[src/rtl/integer_to_radix_ascii_macros.svh]
// assertion macros shared by the integer to radix ascii rtl
`ifndef INTEGER_TO_RADIX_ASCII_MACROS_SVH
`define INTEGER_TO_RADIX_ASCII_MACROS_SVH

// condition must hold at every clock edge outside reset
`define ITRA_ASSERT_ALWAYS(label, cond, msg) \
    label: assert property (@(posedge clk) disable iff (!rst_n) (cond)) else $error(msg);

// consequence must hold in the cycle after the antecedent
`define ITRA_ASSERT_NEXT(label, ante, cons, msg) \
    label: assert property (@(posedge clk) disable iff (!rst_n) (ante) |=> (cons)) \
        else $error(msg);

`endif

[src/rtl/itra_pkg.sv]
// package with widths, microcode types and character helpers
`timescale 1ns / 1ps

package itra_pkg;

    localparam int VALUE_BITS_DEFAULT = 32;
    localparam int VALUE_W            = 32;
    localparam int RADIX_W            = 5;
    localparam int CHAR_W             = 8;
    localparam int DIGIT_W            = 4;
    localparam int CHUNK_BITS         = 8;
    localparam int STEP_W             = 3;

    localparam logic [RADIX_W-1:0] RADIX_MIN = 5'd2;
    localparam logic [RADIX_W-1:0] RADIX_MAX = 5'd16;

    localparam logic [CHAR_W-1:0] ASCII_ZERO    = 8'h30;
    localparam logic [CHAR_W-1:0] ASCII_UPPER_A = 8'h41;
    localparam logic [CHAR_W-1:0] ASCII_LOWER_A = 8'h61;
    localparam logic [CHAR_W-1:0] ASCII_MINUS   = 8'h2d;

    // microcode program addresses
    localparam logic [STEP_W-1:0] STEP_IDLE  = 3'd0;
    localparam logic [STEP_W-1:0] STEP_DIV   = 3'd1;
    localparam logic [STEP_W-1:0] STEP_STORE = 3'd2;
    localparam logic [STEP_W-1:0] STEP_SIGN  = 3'd3;
    localparam logic [STEP_W-1:0] STEP_READ  = 3'd4;
    localparam logic [STEP_W-1:0] STEP_EMIT  = 3'd5;

    typedef enum logic [2:0] {
        ACT_NONE,
        ACT_LOAD,
        ACT_DIV,
        ACT_STORE,
        ACT_SIGN,
        ACT_READ,
        ACT_EMIT
    } act_t;

    typedef enum logic [1:0] {
        HOLD_NONE,
        HOLD_IN,
        HOLD_SLOT,
        HOLD_SLOT_NEG
    } hold_t;

    typedef enum logic [1:0] {
        JMP_NEVER,
        JMP_CHUNK_MORE,
        JMP_DIGIT_MORE,
        JMP_CHAR_MORE
    } jump_t;

    typedef struct packed {
        act_t              act;
        hold_t             hold;
        jump_t             jmp;
        logic [STEP_W-1:0] jmp_to;
        logic [STEP_W-1:0] seq_to;
    } ctrl_t;

    // control store: one word per program step
    function automatic ctrl_t ucode_rom(input logic [STEP_W-1:0] step);
        ctrl_t w;
        w = '{act: ACT_LOAD, hold: HOLD_IN, jmp: JMP_NEVER,
              jmp_to: STEP_IDLE, seq_to: STEP_DIV};
        case (step)
            STEP_IDLE:  w = '{act: ACT_LOAD, hold: HOLD_IN, jmp: JMP_NEVER,
                              jmp_to: STEP_IDLE, seq_to: STEP_DIV};
            STEP_DIV:   w = '{act: ACT_DIV, hold: HOLD_NONE, jmp: JMP_CHUNK_MORE,
                              jmp_to: STEP_DIV, seq_to: STEP_STORE};
            STEP_STORE: w = '{act: ACT_STORE, hold: HOLD_NONE, jmp: JMP_DIGIT_MORE,
                              jmp_to: STEP_DIV, seq_to: STEP_SIGN};
            STEP_SIGN:  w = '{act: ACT_SIGN, hold: HOLD_SLOT_NEG, jmp: JMP_NEVER,
                              jmp_to: STEP_IDLE, seq_to: STEP_READ};
            STEP_READ:  w = '{act: ACT_READ, hold: HOLD_NONE, jmp: JMP_NEVER,
                              jmp_to: STEP_IDLE, seq_to: STEP_EMIT};
            STEP_EMIT:  w = '{act: ACT_EMIT, hold: HOLD_SLOT, jmp: JMP_CHAR_MORE,
                              jmp_to: STEP_READ, seq_to: STEP_IDLE};
            default:    w = '{act: ACT_NONE, hold: HOLD_NONE, jmp: JMP_NEVER,
                              jmp_to: STEP_IDLE, seq_to: STEP_IDLE};
        endcase
        return w;
    endfunction

    // digit value to ascii, upper or lower case letters
    function automatic logic [CHAR_W-1:0] digit_char(input logic [DIGIT_W-1:0] d,
                                                     input logic lower);
        logic [CHAR_W-1:0] ext;
        ext = CHAR_W'(d);
        if (d < 4'd10)
            return ASCII_ZERO + ext;
        else if (lower)
            return ASCII_LOWER_A + ext - 8'd10;
        else
            return ASCII_UPPER_A + ext - 8'd10;
    endfunction

endpackage

[src/rtl/itra_num_if.sv]
// channel carrying one number and its conversion options
`timescale 1ns / 1ps

interface itra_num_if;
    import itra_pkg::*;

    logic               valid;
    logic               ready;
    logic [VALUE_W-1:0] value_bits;
    logic [RADIX_W-1:0] radix;
    logic               unsigned_mode;
    logic               lower_case;

    modport source (output valid, value_bits, radix, unsigned_mode, lower_case,
                    input ready);
    modport sink   (input valid, value_bits, radix, unsigned_mode, lower_case,
                    output ready);
endinterface

[src/rtl/itra_char_if.sv]
// channel carrying one output character
`timescale 1ns / 1ps

interface itra_char_if;
    import itra_pkg::*;

    logic              valid;
    logic              ready;
    logic [CHAR_W-1:0] ascii_char;
    logic              last_char;

    modport source (output valid, ascii_char, last_char, input ready);
    modport sink   (input valid, ascii_char, last_char, output ready);
endinterface

[src/rtl/integer_to_radix_ascii.sv]
// microcoded integer to radix ascii converter, top level
//
//  channel   dir   payload                                    handshake
//  number    in    value_bits, radix, unsigned_mode, lower_case  valid/ready
//  chars     out   ascii_char, last_char                      valid/ready
//
// one number at a time; ready only while the sequencer sits at its idle step
// each digit is divided out one 8-bit chunk at a time in the shared divide unit
// (8 quotient bits per cycle), stored, and later read back and sent
// output stalls lengthen a conversion
// rst_n clears the sequencer and the output register at once, no clear pass
// a stalled output transaction holds the sequencer at its sign or emit step
`timescale 1ns / 1ps
`include "integer_to_radix_ascii_macros.svh"

module integer_to_radix_ascii #(
    parameter int VALUE_BITS = itra_pkg::VALUE_BITS_DEFAULT
) (
    input  logic        clk,
    input  logic        rst_n,
    itra_num_if.sink    number,
    itra_char_if.source chars
);
    import itra_pkg::*;

    // quotient register padded to whole 8-bit chunks
    localparam int NCHUNK = (VALUE_BITS + CHUNK_BITS - 1) / CHUNK_BITS;
    localparam int QW     = NCHUNK * CHUNK_BITS;
    localparam int CW     = (NCHUNK > 1) ? $clog2(NCHUNK) : 1;
    localparam int CNTW   = $clog2(VALUE_BITS + 1);
    localparam int AW     = $clog2(VALUE_BITS);

    // sequencer
    logic [STEP_W-1:0] step_reg, step_next;
    ctrl_t             ctl;
    logic              go;
    logic              jump_taken;

    // datapath registers
    logic [QW-1:0]      q_reg, q_next;
    logic [DIGIT_W-1:0] rem_reg, rem_next;
    logic [RADIX_W-1:0] r_reg, r_next;
    logic               neg_reg, neg_next;
    logic               lower_reg, lower_next;
    logic [CW-1:0]      chunk_reg, chunk_next;
    logic [CNTW-1:0]    count_reg, count_next;
    logic [DIGIT_W-1:0] rd_reg;

    // output register
    logic              out_valid_reg, out_valid_next;
    logic [CHAR_W-1:0] out_char_reg, out_char_next;
    logic              out_last_reg, out_last_next;
    logic              slot_free;

    // digit store, least significant digit first
    logic [DIGIT_W-1:0] store_mem [VALUE_BITS];
    logic               store_we;
    logic [AW-1:0]      store_waddr;
    logic [AW-1:0]      store_raddr;

    // input decode
    logic [QW-1:0]         v_ext;
    logic [VALUE_BITS-1:0] v_w;
    logic [VALUE_BITS-1:0] mag_w;
    logic                  in_neg;
    logic [RADIX_W-1:0]    r_sat;

    // divide unit: 8 restoring steps on the top chunk
    logic [RADIX_W-1:0]    rem_w;
    logic [RADIX_W-1:0]    trial;
    logic [CHUNK_BITS-1:0] qbits;

    assign ctl       = ucode_rom(step_reg);
    assign slot_free = !out_valid_reg || chars.ready;

    always_comb
    begin
        case (ctl.hold)
            HOLD_NONE:     go = 1'b1;
            HOLD_IN:       go = number.valid;
            HOLD_SLOT:     go = slot_free;
            HOLD_SLOT_NEG: go = slot_free || !neg_reg;
            default:       go = 1'b1;
        endcase
    end

    always_comb
    begin
        case (ctl.jmp)
            JMP_NEVER:      jump_taken = 1'b0;
            JMP_CHUNK_MORE: jump_taken = (chunk_reg != CW'(NCHUNK - 1));
            JMP_DIGIT_MORE: jump_taken = (q_reg != '0)
                                && (CNTW'(count_reg + 1'b1) < CNTW'(VALUE_BITS));
            JMP_CHAR_MORE:  jump_taken = (count_reg != CNTW'(1));
            default:        jump_taken = 1'b0;
        endcase
    end

    always_comb
    begin
        if (!go)
            step_next = step_reg;
        else if (jump_taken)
            step_next = ctl.jmp_to;
        else
            step_next = ctl.seq_to;
    end

    assign number.ready = (ctl.hold == HOLD_IN);

    // input decode: mask to the configured width, negate negative values in signed mode, clamp the radix
    always_comb
    begin
        v_ext  = QW'(number.value_bits);
        v_w    = v_ext[VALUE_BITS-1:0];
        in_neg = !number.unsigned_mode && v_w[VALUE_BITS-1];
        mag_w  = in_neg ? (~v_w + 1'b1) : v_w;
        if (number.radix < RADIX_MIN)
            r_sat = RADIX_MIN;
        else if (number.radix > RADIX_MAX)
            r_sat = RADIX_MAX;
        else
            r_sat = number.radix;
    end

    always_comb
    begin
        rem_w = {1'b0, rem_reg};
        qbits = '0;
        trial = '0;
        for (int i = 0; i < CHUNK_BITS; i++)
        begin
            trial = {rem_w[DIGIT_W-1:0], q_reg[QW-1-i]};
            if (trial >= r_reg)
            begin
                qbits[CHUNK_BITS-1-i] = 1'b1;
                rem_w                 = trial - r_reg;
            end
            else
            begin
                rem_w = trial;
            end
        end
    end

    assign store_waddr = count_reg[AW-1:0];
    assign store_raddr = AW'(count_reg - CNTW'(1));

    // datapath actions of the current control word
    always_comb
    begin
        q_next         = q_reg;
        rem_next       = rem_reg;
        r_next         = r_reg;
        neg_next       = neg_reg;
        lower_next     = lower_reg;
        chunk_next     = chunk_reg;
        count_next     = count_reg;
        store_we       = 1'b0;
        out_valid_next = out_valid_reg && !chars.ready;
        out_char_next  = out_char_reg;
        out_last_next  = out_last_reg;
        if (go)
        begin
            case (ctl.act)
                ACT_NONE:
                begin
                end
                ACT_LOAD:
                begin
                    q_next     = QW'(mag_w);
                    rem_next   = '0;
                    r_next     = r_sat;
                    neg_next   = in_neg;
                    lower_next = number.lower_case;
                    chunk_next = '0;
                    count_next = '0;
                end
                ACT_DIV:
                begin
                    q_next     = (q_reg << CHUNK_BITS) | QW'(qbits);
                    rem_next   = rem_w[DIGIT_W-1:0];
                    chunk_next = (chunk_reg == CW'(NCHUNK - 1)) ? '0 : CW'(chunk_reg + 1'b1);
                end
                ACT_STORE:
                begin
                    store_we   = 1'b1;
                    rem_next   = '0;
                    count_next = CNTW'(count_reg + 1'b1);
                end
                ACT_SIGN:
                begin
                    if (neg_reg)
                    begin
                        out_valid_next = 1'b1;
                        out_char_next  = ASCII_MINUS;
                        out_last_next  = 1'b0;
                    end
                end
                ACT_READ:
                begin
                end
                ACT_EMIT:
                begin
                    out_valid_next = 1'b1;
                    out_char_next  = digit_char(rd_reg, lower_reg);
                    out_last_next  = (count_reg == CNTW'(1));
                    count_next     = CNTW'(count_reg - 1'b1);
                end
                default:
                begin
                end
            endcase
        end
    end

    always_ff @(posedge clk or negedge rst_n)
    begin
        if (!rst_n)
        begin
            step_reg      <= STEP_IDLE;
            q_reg         <= '0;
            rem_reg       <= '0;
            r_reg         <= RADIX_MIN;
            neg_reg       <= 1'b0;
            lower_reg     <= 1'b0;
            chunk_reg     <= '0;
            count_reg     <= '0;
            out_valid_reg <= 1'b0;
        end
        else
        begin
            step_reg      <= step_next;
            q_reg         <= q_next;
            rem_reg       <= rem_next;
            r_reg         <= r_next;
            neg_reg       <= neg_next;
            lower_reg     <= lower_next;
            chunk_reg     <= chunk_next;
            count_reg     <= count_next;
            out_valid_reg <= out_valid_next;
        end
    end

    // output payload, no reset needed
    always_ff @(posedge clk)
    begin
        out_char_reg <= out_char_next;
        out_last_reg <= out_last_next;
    end

    // digit store: one write port, registered read
    always_ff @(posedge clk)
    begin
        if (store_we)
            store_mem[store_waddr] <= rem_reg;
        if (go && ctl.act == ACT_READ)
            rd_reg <= store_mem[store_raddr];
    end

    assign chars.valid      = out_valid_reg;
    assign chars.ascii_char = out_char_reg;
    assign chars.last_char  = out_last_reg;

    `ITRA_ASSERT_ALWAYS(a_count_bound, count_reg <= CNTW'(VALUE_BITS), "digit count overflow")
    `ITRA_ASSERT_ALWAYS(a_radix_range, r_reg >= RADIX_MIN && r_reg <= RADIX_MAX, "radix out of range")
    `ITRA_ASSERT_ALWAYS(a_rem_bound, RADIX_W'(rem_reg) < r_reg, "remainder not below radix")
    `ITRA_ASSERT_NEXT(a_start_div, number.valid && number.ready, step_reg == STEP_DIV && count_reg == '0, "transaction did not start division")
    `ITRA_ASSERT_ALWAYS(a_last_is_digit, !(chars.valid && chars.last_char && chars.ascii_char == ASCII_MINUS), "sign marked as last character")

endmodule

[src/flat_wrapper.sv]
// flat-port wrapper written by rule: the top's interface ports become plain ports
module integer_to_radix_ascii_flat import itra_pkg::*;
#(
    parameter int VALUE_BITS = itra_pkg::VALUE_BITS_DEFAULT
)
  (clk, rst_n, number_valid, number_value_bits, number_radix, number_unsigned_mode, number_lower_case, number_ready, chars_valid, chars_ascii_char, chars_last_char, chars_ready);
  itra_num_if number_i ();
  itra_char_if chars_i ();
  input  logic clk;
  input  logic rst_n;
  input wire logic [$bits(number_i.valid)-1:0] number_valid;
  input wire logic [$bits(number_i.value_bits)-1:0] number_value_bits;
  input wire logic [$bits(number_i.radix)-1:0] number_radix;
  input wire logic [$bits(number_i.unsigned_mode)-1:0] number_unsigned_mode;
  input wire logic [$bits(number_i.lower_case)-1:0] number_lower_case;
  output wire logic [$bits(number_i.ready)-1:0] number_ready;
  output wire logic [$bits(chars_i.valid)-1:0] chars_valid;
  output wire logic [$bits(chars_i.ascii_char)-1:0] chars_ascii_char;
  output wire logic [$bits(chars_i.last_char)-1:0] chars_last_char;
  input wire logic [$bits(chars_i.ready)-1:0] chars_ready;
  assign number_i.valid = number_valid;
  assign number_i.value_bits = number_value_bits;
  assign number_i.radix = number_radix;
  assign number_i.unsigned_mode = number_unsigned_mode;
  assign number_i.lower_case = number_lower_case;
  assign number_ready = number_i.ready;
  assign chars_valid = chars_i.valid;
  assign chars_ascii_char = chars_i.ascii_char;
  assign chars_last_char = chars_i.last_char;
  assign chars_i.ready = chars_ready;
  integer_to_radix_ascii #(.VALUE_BITS(VALUE_BITS)) u_core (.clk(clk), .rst_n(rst_n), .number(number_i), .chars(chars_i));
endmodule
[config.mk]
export PLATFORM = sky130hd
export DESIGN_NAME = integer_to_radix_ascii_flat
export DESIGN_NICKNAME = d
export VERILOG_FILES = /design/src/rtl/itra_pkg.sv /design/src/rtl/itra_num_if.sv /design/src/rtl/itra_char_if.sv /design/src/rtl/integer_to_radix_ascii.sv /design/src/flat_wrapper.sv
export VERILOG_INCLUDE_DIRS = /design/src /design/src/rtl
export SDC_FILE = /design/constraint.sdc
export NUM_CORES = 1
export LEC_CHECK = 0
export BUFFER_PORTS_ARGS = -buffer_cell sky130_fd_sc_hd__buf_4
export CORE_MARGIN = 2
export CORE_UTILIZATION = 32
export DETAILED_ROUTE_END_ITERATION = 7
export GPL_ROUTABILITY_DRIVEN = 0
export PLACE_DENSITY_LB_ADDON = 0.05
export SYNTH_ARGS = -nofsm -noshare
export SYNTH_HDL_FRONTEND = slang
export SYNTH_SLANG_ARGS = --single-unit
[constraint.sdc]
create_clock -name clk -period 13.3 [get_ports clk]
set_input_delay 1.33 -clock clk [delete_from_list [all_inputs] [get_ports clk]]
set_output_delay 1.33 -clock clk [all_outputs]
set_load 0.02 [all_outputs]
Word level (Yosys, flattened, before mapping)
Memories as Yosys holds them, arrays and structs flattened. A register that Yosys moved wholly into a read port is not among the register bits.
Index checks and enable logic that the tools add are counted.

storage, ports and cells
  memories kept = 1
  input bits = 43
  word-level logic and storage cells = 130
  bits in writable memories = 128
  output and inout bits = 11
  flip-flop bits (word level) = 64

operators by class
  equal/unequal tests = 22
  $add $sub $neg = 17
  bitwise operators = 2
  $lt $le $gt $ge = 12
  reduce and logical (&&, ||, !) cells = 24
  mux-type cells = 41

memory list
  name              words  bits a word  rd ports  clocked after Yosys merged registers in  write ports  RTL line                      RTL
  u_core.store_mem  32     4            1         1                                        1            integer_to_radix_ascii.sv:56  logic [DIGIT_W-1:0] store_mem [VALUE_BITS];

operator list
  cell                                                                    number
  13-bit one-hot mux with 6 select lines                                  1
  32-bit one-hot mux with 2 select lines                                  1
  5-bit >= comparator                                                     8
  32-bit by 1-bit adder with 32-bit output (second input constant)        1
  32-bit two-way mux                                                      1
  4-bit two-way mux                                                       8
  32-bit NOT                                                              1
  32-bit by 8-bit OR with 32-bit output                                   1
  32-bit nonzero test                                                     1
  4-bit subtractor                                                        8
  8-bit two-way mux                                                       3
  6-bit one-hot mux with 3 select lines                                   1
  7-bit by 4-bit adder with 8-bit output (first input constant)           2
  8-bit one-hot mux with 2 select lines                                   1
  8-bit by 4-bit subtractor with 8-bit output (second input constant)     2
  3-bit equality test (second input constant)                             5
  1-bit two-way mux                                                       15
  3-bit by 2-bit equality test with 1-bit output (second input constant)  4
  2-bit equality test (second input constant)                             5
  5-bit two-way mux                                                       2
  1-bit one-hot mux with 4 select lines                                   2
  4-bit one-hot mux with 2 select lines                                   1
  2-bit AND reduction                                                     4
  6-bit by 4-bit adder with 7-bit output (first input constant)           1
  26 further kinds                                                        39

Depth between registers and ports, before layout
Gate-level depths: netlist (run 1).

  word-level depth = 18
  depth in mapped cells = 51
  depth with buffers taken out = 50

Worst setup path before layout (run 1)
OpenSTA, ideal clock, no wires.

  path type = reg2reg
  start point = register u_core.r_reg[1]
  end point = register u_core.rem_reg[1]
  setup slack = 2.887 ns
  buffers on the path = 1
  setup time = 0.121 ns
  required time = 13.179 ns
  clock period less this slack = 10.413 ns
  arrival time = 10.292 ns
  stages on the path, launching flop included = 44
  cell sequence = dfstp_2 inv_1 ha_1 a31oi_1 o21ai_1 mux2_2 ha_1 a21o_1 a31oi_1 o21ai_1 mux2_2 ha_1 nand2_1 o21ai_1 mux2_2 ha_1 a21oi_1 a21bo_2 (+8 left out) inv_1 ha_1 nor2b_1 o31a_1 o22ai_2 o211ai_1 o21a_1 ha_1 a21o_1 a31oi_1 o21ai_1 o21ba_2 a22o_1 ha_1 nand2_1 o31ai_1 mux2i_1 a22o_1

on the way
  word-level cells in the longest chain between the ends = 17
  elaborated cells on any way between the ends = 25
  classes of those cells = add/sub: 8; order compare: 8; mux: 9

RTL lines
  item                                                            RTL line                                                      RTL
  from (decl)                                                     integer_to_radix_ascii.sv:42                                  logic [RADIX_W-1:0] r_reg, r_next;
  from (signal assigned)                                          integer_to_radix_ascii.sv:236                                 r_reg <= r_next;
  4-bit subtractor / 5-bit >= comparator (equally long branches)  integer_to_radix_ascii.sv:137, integer_to_radix_ascii.sv:134
  4-bit two-way mux                                               integer_to_radix_ascii.sv:134                                 if (trial >= r_reg)
  4-bit subtractor / 5-bit >= comparator (equally long branches)  integer_to_radix_ascii.sv:137, integer_to_radix_ascii.sv:134
  4-bit two-way mux                                               integer_to_radix_ascii.sv:134
  4-bit subtractor / 5-bit >= comparator (equally long branches)  integer_to_radix_ascii.sv:137, integer_to_radix_ascii.sv:134
  4-bit two-way mux                                               integer_to_radix_ascii.sv:134
  5-bit >= comparator / 4-bit subtractor (equally long branches)  integer_to_radix_ascii.sv:134, integer_to_radix_ascii.sv:137
  4-bit two-way mux                                               integer_to_radix_ascii.sv:134
  4-bit subtractor / 5-bit >= comparator (equally long branches)  integer_to_radix_ascii.sv:137, integer_to_radix_ascii.sv:134
  4-bit two-way mux                                               integer_to_radix_ascii.sv:134
  4-bit subtractor / 5-bit >= comparator (equally long branches)  integer_to_radix_ascii.sv:137, integer_to_radix_ascii.sv:134
  4-bit two-way mux                                               integer_to_radix_ascii.sv:134
  5-bit >= comparator / 4-bit subtractor (equally long branches)  integer_to_radix_ascii.sv:134, integer_to_radix_ascii.sv:137
  4-bit two-way mux                                               integer_to_radix_ascii.sv:134
  4-bit subtractor / 5-bit >= comparator (equally long branches)  integer_to_radix_ascii.sv:137, integer_to_radix_ascii.sv:134
  4-bit two-way mux *                                             integer_to_radix_ascii.sv:134
  4-bit one-hot mux with 2 select lines *                         integer_to_radix_ascii.sv:165                                 case (ctl.act)
  to (signal assigned)                                            integer_to_radix_ascii.sv:235                                 rem_reg <= rem_next;
  to (decl)                                                       integer_to_radix_ascii.sv:41                                  logic [DIGIT_W-1:0] rem_reg, rem_next;

Mark *: on every way between the ends. The rest lies on a longest branch, timed or not.
A chain may end at the register's enable or synchronous reset.

Worst setup path after layout (run 1)
  start point = register u_core.r_reg[1]
  end point = register u_core.rem_reg[3]

The elaborated chain is that of the path after synthesis.

==> impl_metrics.yaml, run 1 <==
clock_tree:
  cts_setup_buffers: 0
  clkTransAtPathRegs_ns: 0.07
  numCtsBuffers: 17
  cts_hold_buf: 0
  root_buffer: "clkbuf_16"
  clockBufferDepth: 2
  post_cts_resized: 0
  h-tree-depth: 4
  insertion_delay_ns: 0.44
  clock_sinks: 195
  cts_tree: "yes"
logic_synthesis:
  yosys_warnings: 0
  synthesis.nets: 1009
  synthArstFlopShare_pct: 28.2
  synth.distinct_cells: 67
  ys_seq_elements: 195
  avgSynthCellArea_sq_um: 11.8
  seq_area_frac_synth_pct: 52.0
  syn_inst: 910
  mappedNetlistArea_sq_um: 10700
  synth_edf_count: 140
  synth-main-ff-cell: "edfxtp_1"
timing:
  fmax_ghz: 0.0836
  rsz0062_at_grt: "false"
  relSlewSlack_pct: 37.2
  worst_pin_slew_ns: 0.935
  clock_skew_ns: 0.0169
  timing.final.crit_share_pct: 89.9
  post-route-min-period_ns: 11.96
  setup_viol: 0
  hold_viol_final: 0
  slew_violations: 0
  setup-tns-final_ns: 0
floorplan:
  die_h_microns: 187
  core_sq_um: 33300
  io_pins: 54
  die_w_microns: 187
  initial_core_util_pct: 32.2
  dieArea_sq_um: 35000
  rows: 67
detailed_routing:
  drt_iter0_drc: 468
  drt-pass1-iter-count: 5
  wl_microns: 27300
  vias_per_cell: 5.06
  postRouteAntennaNets: 0
  drc: 0
  vias: 7155
  wl_per_cell_microns: 19.3
layout:
  nets: 1052
  num_antenna_cells: 0
  final_common_cell: "edfxtp_1"
  layout_common_cells: "140 x edfxtp_1, 88 x nor2_1, 75 x nand2_1"
  seqCellArea_sq_um: 5580
  drive_above_1_share_pct: 16.6
  area_delta_synth_final_pct: 13.1
  multiInputGateArea_sq_um: 4830
  largest_register_ffs: 128
  n_fill_cell: 3296
setup_path:
  critPathTopFamily: "compound AO/OA/AOI/OAI gates"
  crit_buf_inv: 4
  worstPathArrival_ns: 12.28
  required_ns: 13.62
  crit_path_frequent_cell: "ha_1"
  cpPeakStageDelay_ns: 0.72
  worstSetupPathType: "reg -> reg"
  endpoint_kind: "flip-flop"
  crit_fanout: 10
  startpoint_type: "flip-flop"
  crit_slowest_cell: "dfstp_2"
job:
  cap_violations: 0
global_routing:
  grt_overflow_total: 0
  grt_max_degree: 56
  grt_pass1_wl_microns: 42800
  antenna_found_initial: 0
  grt_usage_pct: 16.0
  grt_pass1_vias: 7092
place:
  place_hpwl_microns: 19400
  io_buffers: 52
min_path:
  hp-class: "reg -> reg"
status:
  status: "completed"
## cells in the mapped netlist (3+ instances only)
cell      number  area (sq um)
a211oi_1       5          37.5
a21o_1        13          97.6
a21oi_1       60           300
a22o_1         3          26.3
a22oi_1       12          90.1
a31oi_1       13          81.3
and2_1         3          18.8
and3_1         3          18.8
buf_2          4          20.0
clkbuf_1      30           113
dfrtp_1       54          1350
edfxtp_1     140          4200
fa_1           8           160
ha_1          48           601
inv_1         41           154
mux2_2        11           124
mux2i_1        7          70.1
mux4_2        40           901
nand2_1       75           282
nand2b_1      15          93.8
nand3_1        6          30.0
nand4_1        3          18.8
nor2_1        88           330
nor2b_1        5          31.3
nor3_1        16          80.1
nor4_1        11          68.8
o211ai_1       8          60.1
o21a_1         4          30.0
o21ai_0       56           280
o21ai_1       21           105
o22ai_1        8          50.1
o31ai_1        7          52.6
or3_1          4          25.0
xnor2_1       27           236
xor2_1        21           184
## kinds of logic (layout without fill, tap and decap cells)
kind of cell    after synthesis  after routing  share of synthesized area [%]
mux                          58             58                           10.2
flops                       195            195                           52.0
xor+xnor                     49             49                           4.07
simple gates                245            245                           10.7
buf+inv                      80            136                           3.02
other cells                   1              1                         0.0350
compound gates              226            226                           12.8
fa+ha+maj                    56             56                           7.09
## through the flow
step,area [sq um],cells,setup WS [ns],hold WS (ns),utilization (%)
6_report,12100,1414,1.34,0.493,36.4
5_1_grt,12100,1414,0.213,0.520,36.4
4_1_cts,12100,1414,1.26,0.502,36.4
2_1_floorplan,10700,910,2.89,0.450,-
3_3_place_gp,11600,1382,1.50,0.479,34.9
3_5_place_dp,11600,1382,1.33,0.486,34.9
## worst register-to-register path, delay by kind of cell (launching register included)
family,cells,cell delay (ns)
and+or+nand+nor,6,1.23
AOI/OAI and AO/OA,26,6.10
adders and majority gates,8,2.47
DFF,1,0.72
muxes,2,0.81
buffers and inverters,4,0.54
## cell type report
type / instances / area share, %
clock inverter: 12 / 0.702
inverter: 41 / 1.27
timing repair buffer: 63 / 3.90
sequential: 195 / 46.0
multi-input combinational: 635 / 39.9
clock buffer: 20 / 3.60
tap: 448 / 4.62
## metal layers
| metal | track usage [%] | wire length, microns | vias to the layer above |
|---|---|---|---|
| met1 | 21.4 | 12800 | 3581 |
| met4 | 3.60 | 268 | 0 |
| met2 | 27.7 | 13800 | 82 |
| met3 | 2.23 | 521 | 19 |
| met5 | 0 | 0 | - |
| li1 | - | - | 3473 |
## worst paths after layout
path                                  from             endpoint  slack, ns  cells after the start
min                        u_core.r_reg[4]      u_core.r_reg[4]       0.49                      2
min reg2reg                u_core.r_reg[4]      u_core.r_reg[4]       0.49                      2
max in group asynchronous            rst_n  u_core.count_reg[0]      11.75                      1
max reg2reg                u_core.r_reg[1]    u_core.rem_reg[3]       1.34                     46
min in group asynchronous            rst_n   u_core.chars.valid       0.97                      1
max                        u_core.r_reg[1]    u_core.rem_reg[3]       1.34                     46
Power of run 1 is not shown: default switching activity piles up to over one toggle a cycle in this logic, so the estimate is an artifact.
==> run 2, diff against run 1 <==
--- a/config.mk
+++ b/config.mk
@@ -6,10 +6,10 @@
 export SDC_FILE = /design/constraint.sdc
 export NUM_CORES = 1
 export LEC_CHECK = 0
-export BUFFER_PORTS_ARGS = -buffer_cell sky130_fd_sc_hd__buf_4
 export CORE_MARGIN = 2
 export CORE_UTILIZATION = 32
 export DETAILED_ROUTE_END_ITERATION = 7
+export DONT_BUFFER_PORTS = 1
 export GPL_ROUTABILITY_DRIVEN = 0
 export PLACE_DENSITY_LB_ADDON = 0.05
 export SYNTH_ARGS = -nofsm -noshare
==> run 2 against run 1 <==
  * Hold slack worse by 0.00052 ns
  * Sequential share of layout area rose by 1.3 points
  * Global-route usage increased by 0.32 points
  * Die area did not move
  * Via count is essentially flat
  * Cell count fell by 3.8%
  * Design area shrank 2.8%
  * Routed wire length is 2.3% higher
  * Maximum frequency hardly changed
==> impl_metrics.yaml, run 2 (synthesis gave the netlist of run 1 again) <==
global_routing:
  grt_usage_pct: 16.3
  grt_pass1_wl_microns: 43800
  grt_max_degree: 56
  grt_overflow_total: 0
  antenna_found_initial: 0
  grt_pass1_vias: 7516
floorplan:
  initial_core_util_pct: 32.2
  rows: 67
  die_w_microns: 187
  dieArea_sq_um: 35000
  die_h_microns: 187
  io_pins: 54
  core_sq_um: 33300
layout:
  drive_above_1_share_pct: 12.3
  layout_common_cells: "140 x edfxtp_1, 88 x nor2_1, 75 x nand2_1"
  final_common_cell: "edfxtp_1"
  nets: 998
  largest_register_ffs: 128
  finish.utilization_pct: 35.4
  num_antenna_cells: 0
  area_delta_synth_final_pct: 9.93
  n_fill_cell: 3297
clock_tree:
  clock_sinks: 195
  cts_tree: "yes"
  cts_hold_buf: 0
  clockBufferDepth: 2
  post_cts_resized: 0
  h-tree-depth: 4
  insertion_delay_ns: 0.43
  cts_setup_buffers: 0
  root_buffer: "clkbuf_16"
  numCtsBuffers: 17
  clkTransAtPathRegs_ns: 0.08
place:
  io_buffers: 0
  place_hpwl_microns: 20100
detailed_routing:
  wl_microns: 28000
  drt_iter0_drc: 434
  postRouteAntennaNets: 0
  vias: 7159
  drc: 0
  drt-pass1-iter-count: 5
  wl_per_cell_microns: 20.6
  vias_per_cell: 5.26
timing:
  relSlewSlack_pct: 36.2
  slew_violations: 0
  fmax_ghz: 0.0836
  clock_skew_ns: 0.0149
  setup_viol: 0
  rsz0062_at_grt: "false"
  worst_pin_slew_ns: 0.950
  hold_viol_final: 0
  post-route-min-period_ns: 11.96
  setup-tns-final_ns: 0
  timing.final.crit_share_pct: 89.9
setup_path:
  cpPeakStageDelay_ns: 0.74
  worstSetupPathType: "reg -> reg"
  r2r_cells: 46
  endpoint_kind: "flip-flop"
  crit_slowest_cell: "dfstp_2"
  startpoint_type: "flip-flop"
  worstPathArrival_ns: 12.28
  crit_path_frequent_cell: "ha_1"
  crit_fanout: 10
  rrSetupSlack_ns: 1.34
  required_ns: 13.62
min_path:
  hp-class: "reg -> reg"
  hold_depth: 2
job:
  cap_violations: 0
status:
  status: "completed"
run 2: cell count changes in the layout (fill, tap and decap cells not counted), sizes merged:
cell      delta
buf         -54
clkbuf       -2
clkinvlp     -6
inv          +8
run 2: final timing paths:
check                                 endpoint       startpoint
setup reg to reg             u_core.rem_reg[1]  u_core.r_reg[1]
min in group asynchronous  u_core.chunk_reg[1]            rst_n
hold reg to reg                u_core.r_reg[4]  u_core.r_reg[4]
max in group asynchronous      u_core.r_reg[1]            rst_n
hold / removal                 u_core.r_reg[4]  u_core.r_reg[4]
setup / recovery             u_core.rem_reg[1]  u_core.r_reg[1]
run 2: metal layers:
layer / up-vias / GRT usage [%] / routed length (microns)
met3: 33 / 2.40 / 697
met2: 124 / 28.7 / 14500
met1: 3619 / 20.6 / 12100
li1: 3383 / - / -
met5: - / 0 / 0
met4: 0 / 5.49 / 695
run 2: critical path, delay by kind of cell (launching register included):
family | cells | cell delay, ns
flops | 1 | 0.74
buf+inv | 4 | 0.56
mux | 3 | 1.00
compound gates | 26 | 6.00
fa+ha+maj | 8 | 2.50
simple gates | 5 | 1.09
run 2: final cells by class:
cell class	count	area [sq um]	area share, %
inverter	41	154	1.31
multi-input combinational	635	4840	41.1
clock buffer	18	429	3.64
tap	448	561	4.75
clock inverter	14	153	1.29
sequential	195	5580	47.4
timing repair buffer	9	67.6	0.573
run 2: through the flow:
stage                     instance area, sq um  hold slack [ns]  worst slack, ns  instances
final                                    11800            0.492             1.34       1360
after global routing                     11800            0.537           0.0797       1360
after CTS                                11800            0.505             1.12       1360
after detailed placement                 11200            0.488             1.16       1328
after global placement                   11200            0.474             1.66       1328
after floorplan                          10700            0.450             2.89        910
Power of run 2 is left out for the same reason.
==> run 3, diff against run 2 <==
--- a/config.mk
+++ b/config.mk
@@ -11,7 +11,6 @@
 export DETAILED_ROUTE_END_ITERATION = 7
 export DONT_BUFFER_PORTS = 1
 export GPL_ROUTABILITY_DRIVEN = 0
-export PLACE_DENSITY_LB_ADDON = 0.05
 export SYNTH_ARGS = -nofsm -noshare
 export SYNTH_HDL_FRONTEND = slang
 export SYNTH_SLANG_ARGS = --single-unit
==> run 3 against run 2 <==
  * Global-route usage decreased by 2.2 points
  * Worst setup slack improved by 0.014 ns
  * Clock skew is 0.0031 ns lower
  * Sequential share of layout area up 0.28 points
  * Die area stayed put
  * Via count decreased by 1.4%
  * Design area decreased by 0.59%
  * Register-to-register slack is essentially flat
  * Routed wire length down 14%
  * Critical endpoint is now u_core.rem_reg[0]
==> impl_metrics.yaml, run 3 (synthesis gave the netlist of run 1 again) <==
setup_path:
  startpoint_type: "flip-flop"
  rr_startpoint: "u_core.rem_reg[1]"
  cpPeakStageDelay_ns: 1.03
  worstSetupPathType: "reg -> reg"
  critPathTopFamily: "compound AO/OA/AOI/OAI gates"
  rrSetupSlack_ns: 1.35
  worstPathArrival_ns: 12.28
  endpoint_kind: "flip-flop"
  required_ns: 13.63
  crit_path_frequent_cell: "ha_1"
  setup.worst_path.start: "u_core.rem_reg[1]"
  crit_buf_inv: 3
  crit_slowest_cell: "dfrtp_1"
  crit_fanout: 35
layout:
  drive_above_1_share_pct: 11.7
  final_common_cell: "edfxtp_1"
  area_delta_synth_final_pct: 9.28
  num_antenna_cells: 0
  layout_common_cells: "140 x edfxtp_1, 88 x nor2_1, 75 x nand2_1"
  largest_register_ffs: 128
  nets: 996
clock_tree:
  cts_setup_buffers: 0
  numCtsBuffers: 17
  insertion_delay_ns: 0.44
  clkTransAtPathRegs_ns: 0.08
  cts_hold_buf: 0
  root_buffer: "clkbuf_16"
  clockBufferDepth: 2
  post_cts_resized: 0
  h-tree-depth: 4
  clock_sinks: 195
  cts_tree: "yes"
timing:
  setup_viol: 0
  post-route-min-period_ns: 11.95
  fmax_ghz: 0.0837
  worst_pin_slew_ns: 1.04
  slew_violations: 0
  hold_viol_final: 0
  setup-tns-final_ns: 0
  timing.final.crit_share_pct: 89.8
  rsz0062_at_grt: "false"
  relSlewSlack_pct: 30.7
  clock_skew_ns: 0.0117
detailed_routing:
  vias: 7060
  drt_iter0_drc: 587
  postRouteAntennaNets: 0
  vias_per_cell: 5.20
  wl_per_cell_microns: 17.8
  wl_microns: 24100
  drt-pass1-iter-count: 5
  drc: 0
floorplan:
  io_pins: 54
  initial_core_util_pct: 32.2
  die_w_microns: 187
  dieArea_sq_um: 35000
  core_sq_um: 33300
  rows: 67
  die_h_microns: 187
place:
  place_hpwl_microns: 17100
  io_buffers: 0
global_routing:
  grt_pass1_wl_microns: 38800
  grt_overflow_total: 0
  grt_pass1_vias: 6963
  grt_usage_pct: 14.1
  grt_max_degree: 56
  antenna_found_initial: 0
min_path:
  hp-class: "reg -> reg"
  worstHoldStart: "u_core.r_reg[4]"
status:
  status: "completed"
job:
  cap_violations: 0
## run 3: cell count changes in the layout (fill, tap and decap cells not counted), sizes merged
cell and delta:
inv -4, clkbuf +2, buf -2, clkinvlp +1
## run 3: worst paths after layout
check,end,cells past startpoint
worst max register to register,u_core.rem_reg[0],46
min in group asynchronous,u_core.q_reg[29],0
worst min register to register,u_core.r_reg[4],2
max in group asynchronous,u_core.r_reg[1],0
worst min-delay path,u_core.r_reg[4],2
worst max-delay path,u_core.rem_reg[0],46
## run 3: metrics by stage
stage | util, % | instance area, sq um | instances | setup WS [ns] | hold slack [ns]
floorplan | - | 10700 | 910 | 2.89 | 0.450
global placement | 33.6 | 11200 | 1326 | 1.83 | 0.465
detailed placement | 33.6 | 11200 | 1326 | 1.53 | 0.471
CTS | 35.2 | 11700 | 1357 | 1.44 | 0.489
global route | 35.2 | 11700 | 1357 | 0.0423 | 0.533
finish | 35.2 | 11700 | 1357 | 1.35 | 0.484
## run 3: layer usage
metal | share of wire, % | vias to the layer above | GRT usage, %
met2 | 47 | 161 | 22.3
met4 | 1.9 | 0 | 4.58
met1 | 46 | 3504 | 19.4
met3 | 4.9 | 24 | 2.78
met5 | 0 | - | 0
li1 | - | 3371 | -
## run 3: final cells by class
type	instances	area, sq um
fill	3289	21600
sequential	195	5580
multi-input combinational	635	4840
tap	448	561
clock buffer	20	437
inverter	41	154
clock inverter	11	95.1
timing repair buffer	7	52.6
## run 3: worst min-delay path: stages (launching register included)
cell and delay, ns:
dfrtp_1 0.34, nand2_1 0.05, o21ai_0 0.06
Power of run 3 is left out for the same reason.
